### src/hdl/stereo_peak_rms_meter_assert.svh
// Assertion macros for the stereo peak and RMS meter.
// Each macro takes a label, the clock, the reset, an antecedent and a consequent.
`ifndef STEREO_PEAK_RMS_METER_ASSERT_SVH
`define STEREO_PEAK_RMS_METER_ASSERT_SVH

`ifndef SYNTH
`define SPRM_ASSERT_SAME(lbl, clk, rst, ante, cons) \
   lbl: assert property (@(posedge clk) disable iff (rst) (ante) |-> (cons)) \
      else $error("assertion failed");
`define SPRM_ASSERT_NEXT(lbl, clk, rst, ante, cons) \
   lbl: assert property (@(posedge clk) disable iff (rst) (ante) |=> (cons)) \
      else $error("assertion failed");
`else
`define SPRM_ASSERT_SAME(lbl, clk, rst, ante, cons)
`define SPRM_ASSERT_NEXT(lbl, clk, rst, ante, cons)
`endif

`endif

### src/hdl/sprm_pkg.sv
package sprm_pkg;

   // Sample and accumulator widths.
   localparam int SAMPLE_W   = 16;
   localparam int MAX_BLOCK  = 4096;
   localparam int COUNT_W    = $clog2(MAX_BLOCK + 1);
   localparam int SUM_W      = 2 * (SAMPLE_W - 1) + COUNT_W;
   localparam int ROOT_W     = SAMPLE_W;
   localparam int RAD_W      = 2 * ROOT_W;
   localparam int REM_W      = ROOT_W + 4;
   localparam int CALC_STEPS = SUM_W + ROOT_W;
   localparam int STEP_W     = $clog2(CALC_STEPS);
   localparam int COEFF_W    = 16;

   // Stream payload widths.
   localparam int REQ_DATA_W = 2 * SAMPLE_W;
   localparam int RSP_DATA_W = 4 * ROOT_W;

   localparam logic [COEFF_W-1:0] DECAY_RESET = 16'd65071;

   // Controller states.
   typedef enum logic [2:0] {
      ST_ACCUM,
      ST_PEAK,
      ST_LEFT_GO,
      ST_LEFT_WAIT,
      ST_RIGHT_GO,
      ST_RIGHT_WAIT,
      ST_OUTPUT
   } ctrl_state_type;

   // Commands from the controller to the datapath.
   typedef struct packed {
      logic accumulate;
      logic peak_update;
      logic calc_start;
      logic calc_right;
      logic load_out;
   } ctrl_cmd_type;

   // Status from the datapath to the controller.
   typedef struct packed {
      logic block_end;
      logic calc_busy;
      logic calc_done;
      logic out_free;
   } ctrl_status_type;

endpackage

### src/hdl/sprm_ctrl.sv
`include "stereo_peak_rms_meter_assert.svh"

module sprm_ctrl
   import sprm_pkg::*;
(
   input  logic            clock,
   input  logic            reset,
   input  logic            req_tvalid,
   output logic            req_tready,
   output ctrl_cmd_type    cmd,
   input  ctrl_status_type status
);

   ctrl_state_type state_ff;
   ctrl_state_type state_in;

   // State register.
   always_ff @(posedge clock) begin
      if (reset) begin
         state_ff <= ST_ACCUM;
      end else begin
         state_ff <= state_in;
      end
   end

   // Next state.
   always_comb begin
      state_in = state_ff;
      case (state_ff)
         ST_ACCUM: begin
            if (req_tvalid && status.block_end) begin
               state_in = ST_PEAK;
            end
         end
         ST_PEAK: begin
            state_in = ST_LEFT_GO;
         end
         ST_LEFT_GO: begin
            state_in = ST_LEFT_WAIT;
         end
         ST_LEFT_WAIT: begin
            if (status.calc_done) begin
               state_in = ST_RIGHT_GO;
            end
         end
         ST_RIGHT_GO: begin
            state_in = ST_RIGHT_WAIT;
         end
         ST_RIGHT_WAIT: begin
            if (status.calc_done) begin
               state_in = ST_OUTPUT;
            end
         end
         ST_OUTPUT: begin
            if (status.out_free) begin
               state_in = ST_ACCUM;
            end
         end
         default: begin
            state_in = ST_ACCUM;
         end
      endcase
   end

   // Outputs.
   always_comb begin
      req_tready      = 1'b0;
      cmd             = '0;
      case (state_ff)
         ST_ACCUM: begin
            req_tready     = 1'b1;
            cmd.accumulate = req_tvalid;
         end
         ST_PEAK: begin
            cmd.peak_update = 1'b1;
         end
         ST_LEFT_GO: begin
            cmd.calc_start = 1'b1;
         end
         ST_LEFT_WAIT: begin
            cmd.calc_right = 1'b0;
         end
         ST_RIGHT_GO: begin
            cmd.calc_start = 1'b1;
            cmd.calc_right = 1'b1;
         end
         ST_RIGHT_WAIT: begin
            cmd.calc_right = 1'b1;
         end
         ST_OUTPUT: begin
            cmd.load_out = status.out_free;
         end
         default: begin
            req_tready = 1'b0;
         end
      endcase
   end

   // The shared unit is never restarted mid-run, samples never arrive while it works,
   // and the input stalls once a pair that ends a block has been taken.
   `SPRM_ASSERT_SAME(a_start_idle, clock, reset, cmd.calc_start, !status.calc_busy)
   `SPRM_ASSERT_SAME(a_accum_idle, clock, reset, cmd.accumulate, !status.calc_busy)
   `SPRM_ASSERT_NEXT(a_end_stalls, clock, reset,
                     cmd.accumulate && status.block_end, !req_tready)

endmodule

### src/hdl/sprm_divsqrt.sv
module sprm_divsqrt
   import sprm_pkg::*;
(
   input  logic               clock,
   input  logic               reset,
   input  logic               start,
   input  logic [SUM_W-1:0]   dividend,
   input  logic [COUNT_W-1:0] divisor,
   output logic               busy,
   output logic               done,
   output logic [ROOT_W-1:0]  root
);

   logic               busy_ff, busy_in;
   logic               done_ff, done_in;
   logic [STEP_W-1:0]  step_ff, step_in;
   logic [SUM_W-1:0]   work_ff, work_in;
   logic [REM_W-1:0]   rem_ff, rem_in;
   logic [ROOT_W-1:0]  root_ff, root_in;
   logic [COUNT_W-1:0] divisor_ff, divisor_in;

   logic               in_div;
   logic               last_step;
   logic [COUNT_W:0]   div_trial;
   logic [COUNT_W:0]   div_diff;
   logic               div_ge;
   logic [REM_W-1:0]   sq_rem;
   logic [REM_W-1:0]   sq_test;
   logic               sq_ge;

   // Restoring division steps first, then one root digit a cycle; the quotient
   // stays in the work register and feeds the root two bits at a time.
   always_comb begin
      in_div    = (step_ff < STEP_W'(SUM_W));
      last_step = (step_ff == STEP_W'(CALC_STEPS - 1));
      div_trial = {rem_ff[COUNT_W-1:0], work_ff[SUM_W-1]};
      div_ge    = (div_trial >= {1'b0, divisor_ff});
      div_diff  = div_trial - {1'b0, divisor_ff};
      sq_rem    = {rem_ff[REM_W-3:0], work_ff[RAD_W-1:RAD_W-2]};
      sq_test   = {{(REM_W - ROOT_W - 2){1'b0}}, root_ff, 2'b01};
      sq_ge     = (sq_rem >= sq_test);

      busy_in    = busy_ff;
      done_in    = 1'b0;
      step_in    = step_ff;
      work_in    = work_ff;
      rem_in     = rem_ff;
      root_in    = root_ff;
      divisor_in = divisor_ff;

      if (start) begin
         busy_in    = 1'b1;
         step_in    = '0;
         work_in    = dividend;
         rem_in     = '0;
         root_in    = '0;
         divisor_in = divisor;
      end else if (busy_ff) begin
         step_in = step_ff + 1'b1;
         if (in_div) begin
            work_in = {work_ff[SUM_W-2:0], div_ge};
            if (step_ff == STEP_W'(SUM_W - 1)) begin
               rem_in = '0;
            end else if (div_ge) begin
               rem_in = REM_W'(div_diff[COUNT_W-1:0]);
            end else begin
               rem_in = REM_W'(div_trial[COUNT_W-1:0]);
            end
         end else begin
            work_in = {work_ff[SUM_W-3:0], 2'b00};
            rem_in  = sq_ge ? (sq_rem - sq_test) : sq_rem;
            root_in = {root_ff[ROOT_W-2:0], sq_ge};
         end
         if (last_step) begin
            busy_in = 1'b0;
            done_in = 1'b1;
         end
      end
   end

   // Control registers.
   always_ff @(posedge clock) begin
      if (reset) begin
         busy_ff <= 1'b0;
         done_ff <= 1'b0;
         step_ff <= '0;
      end else begin
         busy_ff <= busy_in;
         done_ff <= done_in;
         step_ff <= step_in;
      end
   end

   // Working registers.
   always_ff @(posedge clock) begin
      work_ff    <= work_in;
      rem_ff     <= rem_in;
      root_ff    <= root_in;
      divisor_ff <= divisor_in;
   end

   assign busy = busy_ff;
   assign done = done_ff;
   assign root = root_ff;

endmodule

### src/hdl/sprm_datapath.sv
module sprm_datapath
   import sprm_pkg::*;
(
   input  logic                  clock,
   input  logic                  reset,
   input  logic [REQ_DATA_W-1:0] req_tdata,
   input  logic                  req_tlast,
   input  logic                  csr_we,
   input  logic [COEFF_W-1:0]    csr_wdata,
   output logic                  rsp_tvalid,
   input  logic                  rsp_tready,
   output logic [RSP_DATA_W-1:0] rsp_tdata,
   input  ctrl_cmd_type          cmd,
   output ctrl_status_type       status
);

   logic [COEFF_W-1:0]    decay_ff;
   logic [SAMPLE_W-1:0]   bpeak_l_ff, bpeak_r_ff;
   logic [SUM_W-1:0]      sum_l_ff, sum_r_ff;
   logic [COUNT_W-1:0]    count_ff;
   logic [SAMPLE_W-1:0]   held_l_ff, held_r_ff;
   logic [ROOT_W-1:0]     rms_l_ff;
   logic                  out_valid_ff, out_valid_in;
   logic [RSP_DATA_W-1:0] out_data_ff;

   logic signed [SAMPLE_W-1:0] smp_l, smp_r;
   logic [SAMPLE_W-1:0]        mag_l, mag_r;
   logic [2*SAMPLE_W-1:0]      sq_l, sq_r;
   logic [SAMPLE_W+COEFF_W-1:0] dec_prod_l, dec_prod_r;
   logic [SAMPLE_W-1:0]        dec_l, dec_r;
   logic                       calc_busy, calc_done;
   logic [ROOT_W-1:0]          calc_root;
   logic                       out_free;

   // Magnitudes and squares of the incoming pair; the most negative sample
   // maps to its full magnitude.
   always_comb begin
      smp_l = signed'(req_tdata[SAMPLE_W-1:0]);
      smp_r = signed'(req_tdata[2*SAMPLE_W-1:SAMPLE_W]);
      mag_l = smp_l[SAMPLE_W-1] ? (~smp_l + 1'b1) : smp_l;
      mag_r = smp_r[SAMPLE_W-1] ? (~smp_r + 1'b1) : smp_r;
      sq_l  = mag_l * mag_l;
      sq_r  = mag_r * mag_r;
   end

   // Decayed held peaks, truncated.
   always_comb begin
      dec_prod_l = held_l_ff * decay_ff;
      dec_prod_r = held_r_ff * decay_ff;
      dec_l      = dec_prod_l[SAMPLE_W+COEFF_W-1:COEFF_W];
      dec_r      = dec_prod_r[SAMPLE_W+COEFF_W-1:COEFF_W];
   end

   // Decay coefficient register.
   always_ff @(posedge clock) begin
      if (reset) begin
         decay_ff <= DECAY_RESET;
      end else if (csr_we) begin
         decay_ff <= csr_wdata;
      end
   end

   // Block accumulators, cleared once the result has been handed on.
   always_ff @(posedge clock) begin
      if (reset || cmd.load_out) begin
         bpeak_l_ff <= '0;
         bpeak_r_ff <= '0;
         sum_l_ff   <= '0;
         sum_r_ff   <= '0;
         count_ff   <= '0;
      end else if (cmd.accumulate) begin
         if (mag_l > bpeak_l_ff) begin
            bpeak_l_ff <= mag_l;
         end
         if (mag_r > bpeak_r_ff) begin
            bpeak_r_ff <= mag_r;
         end
         sum_l_ff <= sum_l_ff + SUM_W'(sq_l);
         sum_r_ff <= sum_r_ff + SUM_W'(sq_r);
         count_ff <= count_ff + 1'b1;
      end
   end

   // Held peaks.
   always_ff @(posedge clock) begin
      if (reset) begin
         held_l_ff <= '0;
         held_r_ff <= '0;
      end else if (cmd.peak_update) begin
         held_l_ff <= (bpeak_l_ff > dec_l) ? bpeak_l_ff : dec_l;
         held_r_ff <= (bpeak_r_ff > dec_r) ? bpeak_r_ff : dec_r;
      end
   end

   // Shared divide and root unit, left channel first.
   sprm_divsqrt u_divsqrt (
      .clock    (clock),
      .reset    (reset),
      .start    (cmd.calc_start),
      .dividend (cmd.calc_right ? sum_r_ff : sum_l_ff),
      .divisor  (count_ff),
      .busy     (calc_busy),
      .done     (calc_done),
      .root     (calc_root)
   );

   // Left RMS is parked until the right one is ready.
   always_ff @(posedge clock) begin
      if (calc_done && !cmd.calc_right) begin
         rms_l_ff <= calc_root;
      end
   end

   // Output register.
   assign out_free = !out_valid_ff || rsp_tready;

   always_comb begin
      out_valid_in = out_valid_ff;
      if (cmd.load_out) begin
         out_valid_in = 1'b1;
      end else if (rsp_tready) begin
         out_valid_in = 1'b0;
      end
   end

   always_ff @(posedge clock) begin
      if (reset) begin
         out_valid_ff <= 1'b0;
      end else begin
         out_valid_ff <= out_valid_in;
      end
   end

   always_ff @(posedge clock) begin
      if (cmd.load_out) begin
         out_data_ff <= {calc_root, rms_l_ff, held_r_ff, held_l_ff};
      end
   end

   // Status back to the controller.
   always_comb begin
      status.block_end = req_tlast || (count_ff == COUNT_W'(MAX_BLOCK - 1));
      status.calc_busy = calc_busy;
      status.calc_done = calc_done;
      status.out_free  = out_free;
   end

   assign rsp_tvalid = out_valid_ff;
   assign rsp_tdata  = out_data_ff;

endmodule

### src/hdl/stereo_peak_rms_meter.sv
// Channel   Direction  Handshake              Payload
// req       in         req_tvalid/req_tready  tdata: left_sample, right_sample; tlast: end
// rsp       out        rsp_tvalid/rsp_tready  tdata: peak_l, peak_r, rms_l, rms_r
// csr       in         csr_we                 csr_wdata: decay coefficient
//
// A sample pair that does not end a block is taken without stalling the input.
// A pair that ends a block stalls the input for the peak update, then a shared
// 43-step divider and 16-step square root per channel, and after that until the
// previous result no longer sits unread in the output register.
// Reset clears the accumulators and held peaks and loads the decay coefficient.
// The output register lets a result wait while the next block is being accumulated.
module stereo_peak_rms_meter
   import sprm_pkg::*;
(
   input  logic                  clock,
   input  logic                  reset,
   input  logic                  req_tvalid,
   output logic                  req_tready,
   // left_sample [15:0], right_sample [31:16]
   input  logic [REQ_DATA_W-1:0] req_tdata,
   input  logic                  req_tlast,
   output logic                  rsp_tvalid,
   input  logic                  rsp_tready,
   // peak_l [15:0], peak_r [31:16], rms_l [47:32], rms_r [63:48]
   output logic [RSP_DATA_W-1:0] rsp_tdata,
   input  logic                  csr_we,
   input  logic [COEFF_W-1:0]    csr_wdata
);

   ctrl_cmd_type    cmd;
   ctrl_status_type status;

   // Sequencer.
   sprm_ctrl u_ctrl (
      .clock      (clock),
      .reset      (reset),
      .req_tvalid (req_tvalid),
      .req_tready (req_tready),
      .cmd        (cmd),
      .status     (status)
   );

   // Accumulators, arithmetic and output register.
   sprm_datapath u_datapath (
      .clock      (clock),
      .reset      (reset),
      .req_tdata  (req_tdata),
      .req_tlast  (req_tlast),
      .csr_we     (csr_we),
      .csr_wdata  (csr_wdata),
      .rsp_tvalid (rsp_tvalid),
      .rsp_tready (rsp_tready),
      .rsp_tdata  (rsp_tdata),
      .cmd        (cmd),
      .status     (status)
   );

endmodule
### config.mk
export PLATFORM = sky130hd
export DESIGN_NAME = stereo_peak_rms_meter
export DESIGN_NICKNAME = d
export VERILOG_FILES = /design/src/hdl/sprm_pkg.sv /design/src/hdl/sprm_ctrl.sv /design/src/hdl/sprm_divsqrt.sv /design/src/hdl/sprm_datapath.sv /design/src/hdl/stereo_peak_rms_meter.sv
export VERILOG_INCLUDE_DIRS = /design/src /design/src/hdl
export SDC_FILE = /design/constraint.sdc
export NUM_CORES = 2
export LEC_CHECK = 0
export ABC_AREA = 0
export CAP_MARGIN = 10
export CORE_ASPECT_RATIO = 0.6
export CORE_MARGIN = 2
export CORE_UTILIZATION = 60
export CTS_CLUSTER_SIZE = 10
export DETAILED_ROUTE_END_ITERATION = 10
export DONT_BUFFER_PORTS = 1
export PLACE_DENSITY = 0.76
export SYNTH_ARGS = -nofsm -noshare
export SYNTH_HDL_FRONTEND = slang
export SYNTH_SLANG_ARGS = --single-unit
export TNS_END_PERCENT = 50
### constraint.sdc
create_clock -name clock -period 10 [get_ports clock]
set_input_delay 1 -clock clock [delete_from_list [all_inputs] [get_ports clock]]
set_output_delay 1 -clock clock [all_outputs]
set_load 0.01 [all_outputs]
Word level (Yosys, flattened, before mapping)
Cells that the tools add are included.
W data, S select, Z words.

word-level totals
  bits in registers = 361
  word-level logic and storage cells = 102
  output and inout bits = 66

cells by class
  $add $sub $neg = 8
  mux-type cells = 29
  bitwise logic cells = 4
  multipliers = 4
  eq/ne operators = 13
  $lt $le $gt $ge = 7
  reductions and logical operators = 18

operators with widths
  kind                     count
  $mux W43                 4
  $mul A16 B16 Y32         4
  $add A43 B32 Y43         2
  $gt A16 B16 Y1           4
  $mux W16                 4
  $mux W18                 2
  $add A16 B1 Y16 const B  2
  $not A16 Y16             2
  $mux W13                 2
  $pmux W3 S7              1
  $ge A20 B18 Y1           1
  $sub A18 B18 Y18         1
  $ge A14 B13 Y1           1
  $add A13 B1 Y13 const B  1
  $eq A13 B12 Y1 const B   1
  $sub A13 B13 Y13         1
  $eq A6 B6 Y1 const B     2
  $mux W1                  12
  $mux W3                  4
  $eq A3 B3 Y1 const B     3
  $ne A2 B1 Y1 const B     4
  $add A6 B1 Y6 const B    1
  $eq A3 B2 Y1 const B     2
  $lt A6 B6 Y1 const B     1
  11 further kinds         21

Depth between registers and ports, before layout
  word-level depth = 5
  mapped depth = 35
  depth with buffers taken out = 33

Cells and area by module
From an unflattened synthesis, not the netlist that was laid out.

second synthesis, totals
  cell total of the unflattened synthesis = 5694
  area, all modules = 51205.4 µm²

by module, submodules not included
  module         cells each  instances  area an instance (µm²)
  sprm_datapath  4971        1          44726.6
  sprm_divsqrt   693         1          6248.5
  sprm_ctrl      30          1          230.2

Worst setup path after synthesis
OpenSTA, ideal clock, no wires.

  path type = in2reg
  start = in req_tdata[16]
  end = reg u_datapath.sum_r_ff[36]
  path buffers = 3
  stages on the path = 29
  data required time = 9932 ps
  setup time = 68 ps
  arrival = 8010 ps
  path slack = 1922 ps
  path through = clkbuf_1 > inv_1 > buf_2 > ha_1 > nand2_1 > o31ai_1 > xor2_1 > inv_1 > clkbuf_1 > nand2_1 > inv_1 > fa_1 > inv_1 > fa_1 > fa_1 > fa_1 > inv_1 > fa_1 > fa_1 > ha_1 > and4_1 > and3_1 > a311o_1 > a211oi_2 > o21ai_2 > a41oi_2 > o21ai_2 > a21o_1 > a21oi_2

between the ends
  word-level cells in the longest chain between the ends = 5

ends and longest elaborated chain
  what                      RTL line                     text
  start, declared           stereo_peak_rms_meter.sv:20  input logic [REQ_DATA_W-1:0] req_tdata,
  $not A16 Y16              sprm_datapath.sv:41          mag_r = smp_r[SAMPLE_W-1] ? (~smp_r + 1'b1) : smp_r;
  $add A16 B1 Y16           sprm_datapath.sv:41
  $mux W16                  sprm_datapath.sv:41
  via u_datapath.mag_r[10]  sprm_datapath.sv:27          logic [SAMPLE_W-1:0] mag_l, mag_r;
  $mul A16 B16 Y32          sprm_datapath.sv:43          sq_r = mag_r * mag_r;
  $add A43 B32 Y43          sprm_datapath.sv:79          sum_r_ff <= sum_r_ff + SUM_W'(sq_r);
  end signal, assigned      sprm_datapath.sv:79
  end, declared             sprm_datapath.sv:19          logic [SUM_W-1:0] sum_l_ff, sum_r_ff;

The timed path passes the listed nets, and every way through them passes these cells.
A chain may end at the register's enable or synchronous reset.

Final worst setup path
  start = reg u_datapath.decay_ff[2]
  end = reg u_datapath.held_l_ff[8]

between the ends
  word-level cells in the longest chain between the ends = 3

ends and longest elaborated chain
  what                    RTL line             text
  start, declared         sprm_datapath.sv:17  logic [COEFF_W-1:0] decay_ff;
  start signal, assigned  sprm_datapath.sv:59  decay_ff <= csr_wdata;
  $mul A16 B16 Y32 (*)    sprm_datapath.sv:48  dec_prod_l = held_l_ff * decay_ff;
  $gt A16 B16 Y1          sprm_datapath.sv:90  held_l_ff <= (bpeak_l_ff > dec_l) ? bpeak_l_ff : dec_l;
  $mux W16 (*)            sprm_datapath.sv:90
  end signal, assigned    sprm_datapath.sv:90
  end, declared           sprm_datapath.sv:21  logic [SAMPLE_W-1:0] held_l_ff, held_r_ff;

Every way passes the cells marked *; elsewhere a longest branch is shown, timed or not.

==> results.rst <==
.. list-table::
   :header-rows: 1

   * - Metric
     - Value
   * - Status
     - completed
   * - Final min period
     - 9030 ps
   * - Post-detailed-placement half-perimeter wirelength
     - 103,000 µm
   * - Net total in the final layout
     - just under 7,000
   * - Final critical-path share of the clock period
     - 0.903
   * - Fraction of layout instances using a drive strength above 1
     - 0.0389
   * - Required arrival time at the worst endpoint
     - 10,510 ps
   * - Synth warn
     - 0
   * - CTS root buffer
     - sky130_fd_sc_hd__clkbuf_16
   * - Normalized max-slew margin
     - 0.227
   * - Number of DRC violations after detailed-routing iteration 0
     - 3,458
   * - Cell with the most instances after synthesis
     - sky130_fd_sc_hd__inv_1
   * - Growth of design area from synthesis to finish
     - 4.99%
   * - Worst reg-to-reg setup slack
     - 970 ps
   * - Synth Register Bits
     - between 300 and 400
   * - Routed wire per std cell
     - 19.1 µm
   * - Count of instances resized after the clock tree is built
     - 0
   * - Top area cells in the synthesized netlist
     - sky130_fd_sc_hd__fa_1 31%, sky130_fd_sc_hd__ha_1 13%, sky130_fd_sc_hd__inv_1 9.4%
   * - Worst reg-to-reg path cell count
     - 28
   * - Number of global-route vias before repair
     - 38,500
   * - I/O Buffers
     - 0
   * - Startpoint of the tightest hold check path
     - u_datapath.rms_l_ff[2]
   * - Global-route congestion overflow total
     - 0
   * - Vias per cell
     - between 5 and 6
   * - Fraction of synthesized cell area taken by the top area cell type
     - 0.306
   * - Number of flops mapped to enable cells by yosys
     - between 100 and 150
   * - Critical Path Slowest Stage Cell
     - sky130_fd_sc_hd__dfxtp_1
   * - Number of endpoints failing setup at the final stage
     - 0
   * - N_diodes
     - 0
   * - Width of the die
     - 378 µm
   * - Worst-Margin Slew
     - 1150 ps
   * - Post-cts hold buffer count
     - 0
   * - Die Area
     - 0.0864 mm²
   * - Post-CTS Setup Bufs
     - 0
   * - Cell count after synthesis
     - 5,688
   * - Total Negative Setup Slacks
     - 0 ps
   * - IO Pins
     - 120
   * - Setup repair after global routing missed its margin
     - no
   * - Maximum buffer depth of the clock tree
     - 3
   * - Weighted congestion at the end of routability-driven global placement
     - 0.979
   * - Clock transition at path regs
     - 50 ps
   * - Maximum number of pins on one net before global-route repair
     - 91
   * - Crit Path Category
     - reg2reg
   * - Proportion of synthesized chip area in sequential cells
     - 0.170
   * - Number of buffers added by the clock tree synthesis step
     - 43
   * - CTS tree
     - built
   * - Syn avg cell area
     - roughly 8.9 µm²
   * - Number of maximum-capacitance constraint violations
     - 0
   * - Floorplan row count
     - 82
   * - Setup crit start kind
     - register
   * - Number of hold violations in the final report
     - 0
   * - Clock H-tree levels
     - 2
   * - Die H
     - 229 µm
   * - Startpoint of the worst register-to-register path
     - u_datapath.decay_ff[2]
   * - Number of sinks handled by clock tree synthesis
     - approximately 360
   * - Number of vias in the routed layout
     - 37,900
   * - Core ar.
     - 0.0833 mm²
   * - Overall fraction of global-route tracks in use
     - 0.309
   * - Worst hold path class
     - reg2reg
   * - DRC violations left
     - 0
   * - Type of destination of the critical path
     - register
   * - Cell variety after synth
     - between 90 and 100
   * - Initial core utilization
     - 0.605
   * - Slew Limit Fails
     - 0
   * - Antenna Nets Post-Route
     - 0
   * - Filler instances
     - 6,981
   * - Most used standard cells in the synthesized netlist
     - 1,265 x sky130_fd_sc_hd__inv_1, 771 x sky130_fd_sc_hd__fa_1, 744 x sky130_fd_sc_hd__nand2_1, 514 x sky130_fd_sc_hd__ha_1, 282 x sky130_fd_sc_hd__nor2_1
   * - End of the worst register-to-register path
     - u_datapath.held_l_ff[8]
   * - TritonRoute pass-1 iters
     - 6
   * - Share of flip-flops with an asynchronous set or reset after synthesis
     - 0
   * - Worst Skew
     - roughly 40 ps
   * - Wire length of the first global-routing pass
     - 211,000 µm
   * - Clock latency reported for the late side of the worst-skew pair
     - 610 ps
   * - Library cell appearing most often on the critical path
     - sky130_fd_sc_hd__fa_1
   * - Highest net fanout along the worst path
     - 17
   * - Cell taking the most area after synthesis
     - sky130_fd_sc_hd__fa_1
   * - Hold Crit Depth
     - 0
   * - Netlist area before placement
     - 0.0504 mm²
   * - Wire length after detailed routing
     - 129,000 µm
   * - Initial antenna violation count
     - 3
   * - Worst hold-check slack
     - approximately 420 ps
   * - Arrival time of data at the critical path endpoint
     - 9540 ps
   * - Max Clock Freq
     - 111 MHz
   * - Most frequently used flop master after synthesis
     - sky130_fd_sc_hd__dfxtp_1
   * - Stage delay of the slowest cell on the critical path
     - 750 ps
   * - Capture endpoint of the worst hold path
     - u_datapath.rsp_tdata[34]
-- worst max path at each step --
stage	cells after the start	slack, ps	to	startpoint
2_1_floorplan	29	1920	u_datapath.sum_r_ff[36]	req_tdata[16]
3_3_place_gp	26	1130	u_datapath.sum_l_ff[26]	req_tdata[0]
3_5_place_dp	27	950	u_datapath.sum_r_ff[37]	req_tdata[20]
4_1_cts	28	1080	u_datapath.held_l_ff[8]	u_datapath.decay_ff[2]
5_1_grt	30	520	u_datapath.held_l_ff[10]	u_datapath.decay_ff[2]
6_report	28	970	u_datapath.held_l_ff[8]	u_datapath.decay_ff[2]
-- registers in the layout (all words and copies together), names as in the netlist --
| name | flops |
|---|---|
| u_ctrl.state_ff | 3 |
| u_datapath.bpeak_l_ff | 16 |
| u_datapath.bpeak_r_ff | 16 |
| u_datapath.count_ff | 13 |
| u_datapath.decay_ff | 16 |
| u_datapath.held_l_ff | 16 |
| u_datapath.held_r_ff | 16 |
| u_datapath.rms_l_ff | 16 |
| u_datapath.rsp_tdata | 64 |
| u_datapath.rsp_tvalid | 1 |
| u_datapath.sum_l_ff | 43 |
| u_datapath.sum_r_ff | 43 |
| u_datapath.u_divsqrt.busy | 1 |
| u_datapath.u_divsqrt.divisor_ff | 13 |
| u_datapath.u_divsqrt.done | 1 |
| u_datapath.u_divsqrt.rem_ff | 18 |
| u_datapath.u_divsqrt.root | 16 |
| u_datapath.u_divsqrt.step_ff | 6 |
| u_datapath.u_divsqrt.work_ff | 43 |
-- critical path, delay by kind of cell (launching register included) --
kind,cells,cell delay (ps)
compound gates,9,2050
xor+xnor,1,150
fa+ha+maj,8,3730
buf+inv,5,900
flops,1,750
mux,1,370
simple gates,4,1000
-- metrics by stage --
step                      setup slack, ps  area (µm²)  cells   util
after floorplan                      1920       50500   5706      -
after global placement               1130       51700   6692  0.620
after global routing                  515       52900   6767  0.635
final                                 973       52900   6767  0.635
after detailed placement              954       51700   6692  0.620
after CTS                            1080       52900   6767  0.635
-- cells by family (layout without fill, tap and decap cells) --
family	Yosys count	in the layout	share of synthesized area
simple gates	1549	1549	0.141
xor+xnor	163	163	0.0283
flops	361	361	0.170
mux	100	100	0.0206
fa+ha+maj	1285	1285	0.434
buf+inv	1501	1428	0.112
other cells	2	20	0.000149
compound gates	727	727	0.0937
-- cells in the final DEF (no fill, tap or decap), types with 50 or more instances in the layout --
cell | Yosys | final
sky130_fd_sc_hd__inv_1 | 1265 | 1264
sky130_fd_sc_hd__fa_1 | 771 | 771
sky130_fd_sc_hd__nand2_1 | 744 | 743
sky130_fd_sc_hd__ha_1 | 514 | 514
sky130_fd_sc_hd__nor2_1 | 282 | 282
sky130_fd_sc_hd__and2_1 | 238 | 238
sky130_fd_sc_hd__a21oi_1 | 227 | 227
sky130_fd_sc_hd__dfxtp_1 | 225 | 225
sky130_fd_sc_hd__o21ai_0 | 145 | 144
sky130_fd_sc_hd__edfxtp_1 | 136 | 136
sky130_fd_sc_hd__xnor2_1 | 97 | 97
sky130_fd_sc_hd__buf_4 | 0 | 78
sky130_fd_sc_hd__a21o_1 | 72 | 72
sky130_fd_sc_hd__mux2i_1 | 69 | 69
sky130_fd_sc_hd__xor2_1 | 66 | 66
sky130_fd_sc_hd__nand3_1 | 58 | 58
sky130_fd_sc_hd__a31oi_1 | 51 | 50
-- layout make-up --
| type | count | area (µm²) | area share |
|---|---|---|---|
| Inverter | 1274 | 4780 | 0.0904 |
| Sequential cell | 361 | 8590 | 0.162 |
| Clock inverter | 4 | 45.0 | 0.000851 |
| Timing Repair Buffer | 79 | 606 | 0.0114 |
| Tap cell | 1134 | 1420 | 0.0268 |
| Clock buffer | 71 | 1190 | 0.0225 |
| Multi-Input combinational cell | 3844 | 36300 | 0.686 |
-- routing by layer --
layer | global-route usage | vias up | routed length [µm]
li1 | - | 17600 | -
met1 | 0.473 | 18500 | 59300
met2 | 0.426 | 1689 | 51600
met3 | 0.102 | 155 | 15800
met4 | 0.0571 | 2 | 2260
met5 | 0 | - | 13
Power is left out: the tool's default activity adds up to more than one toggle a clock period on the data nets, which glitch-free logic cannot reach.
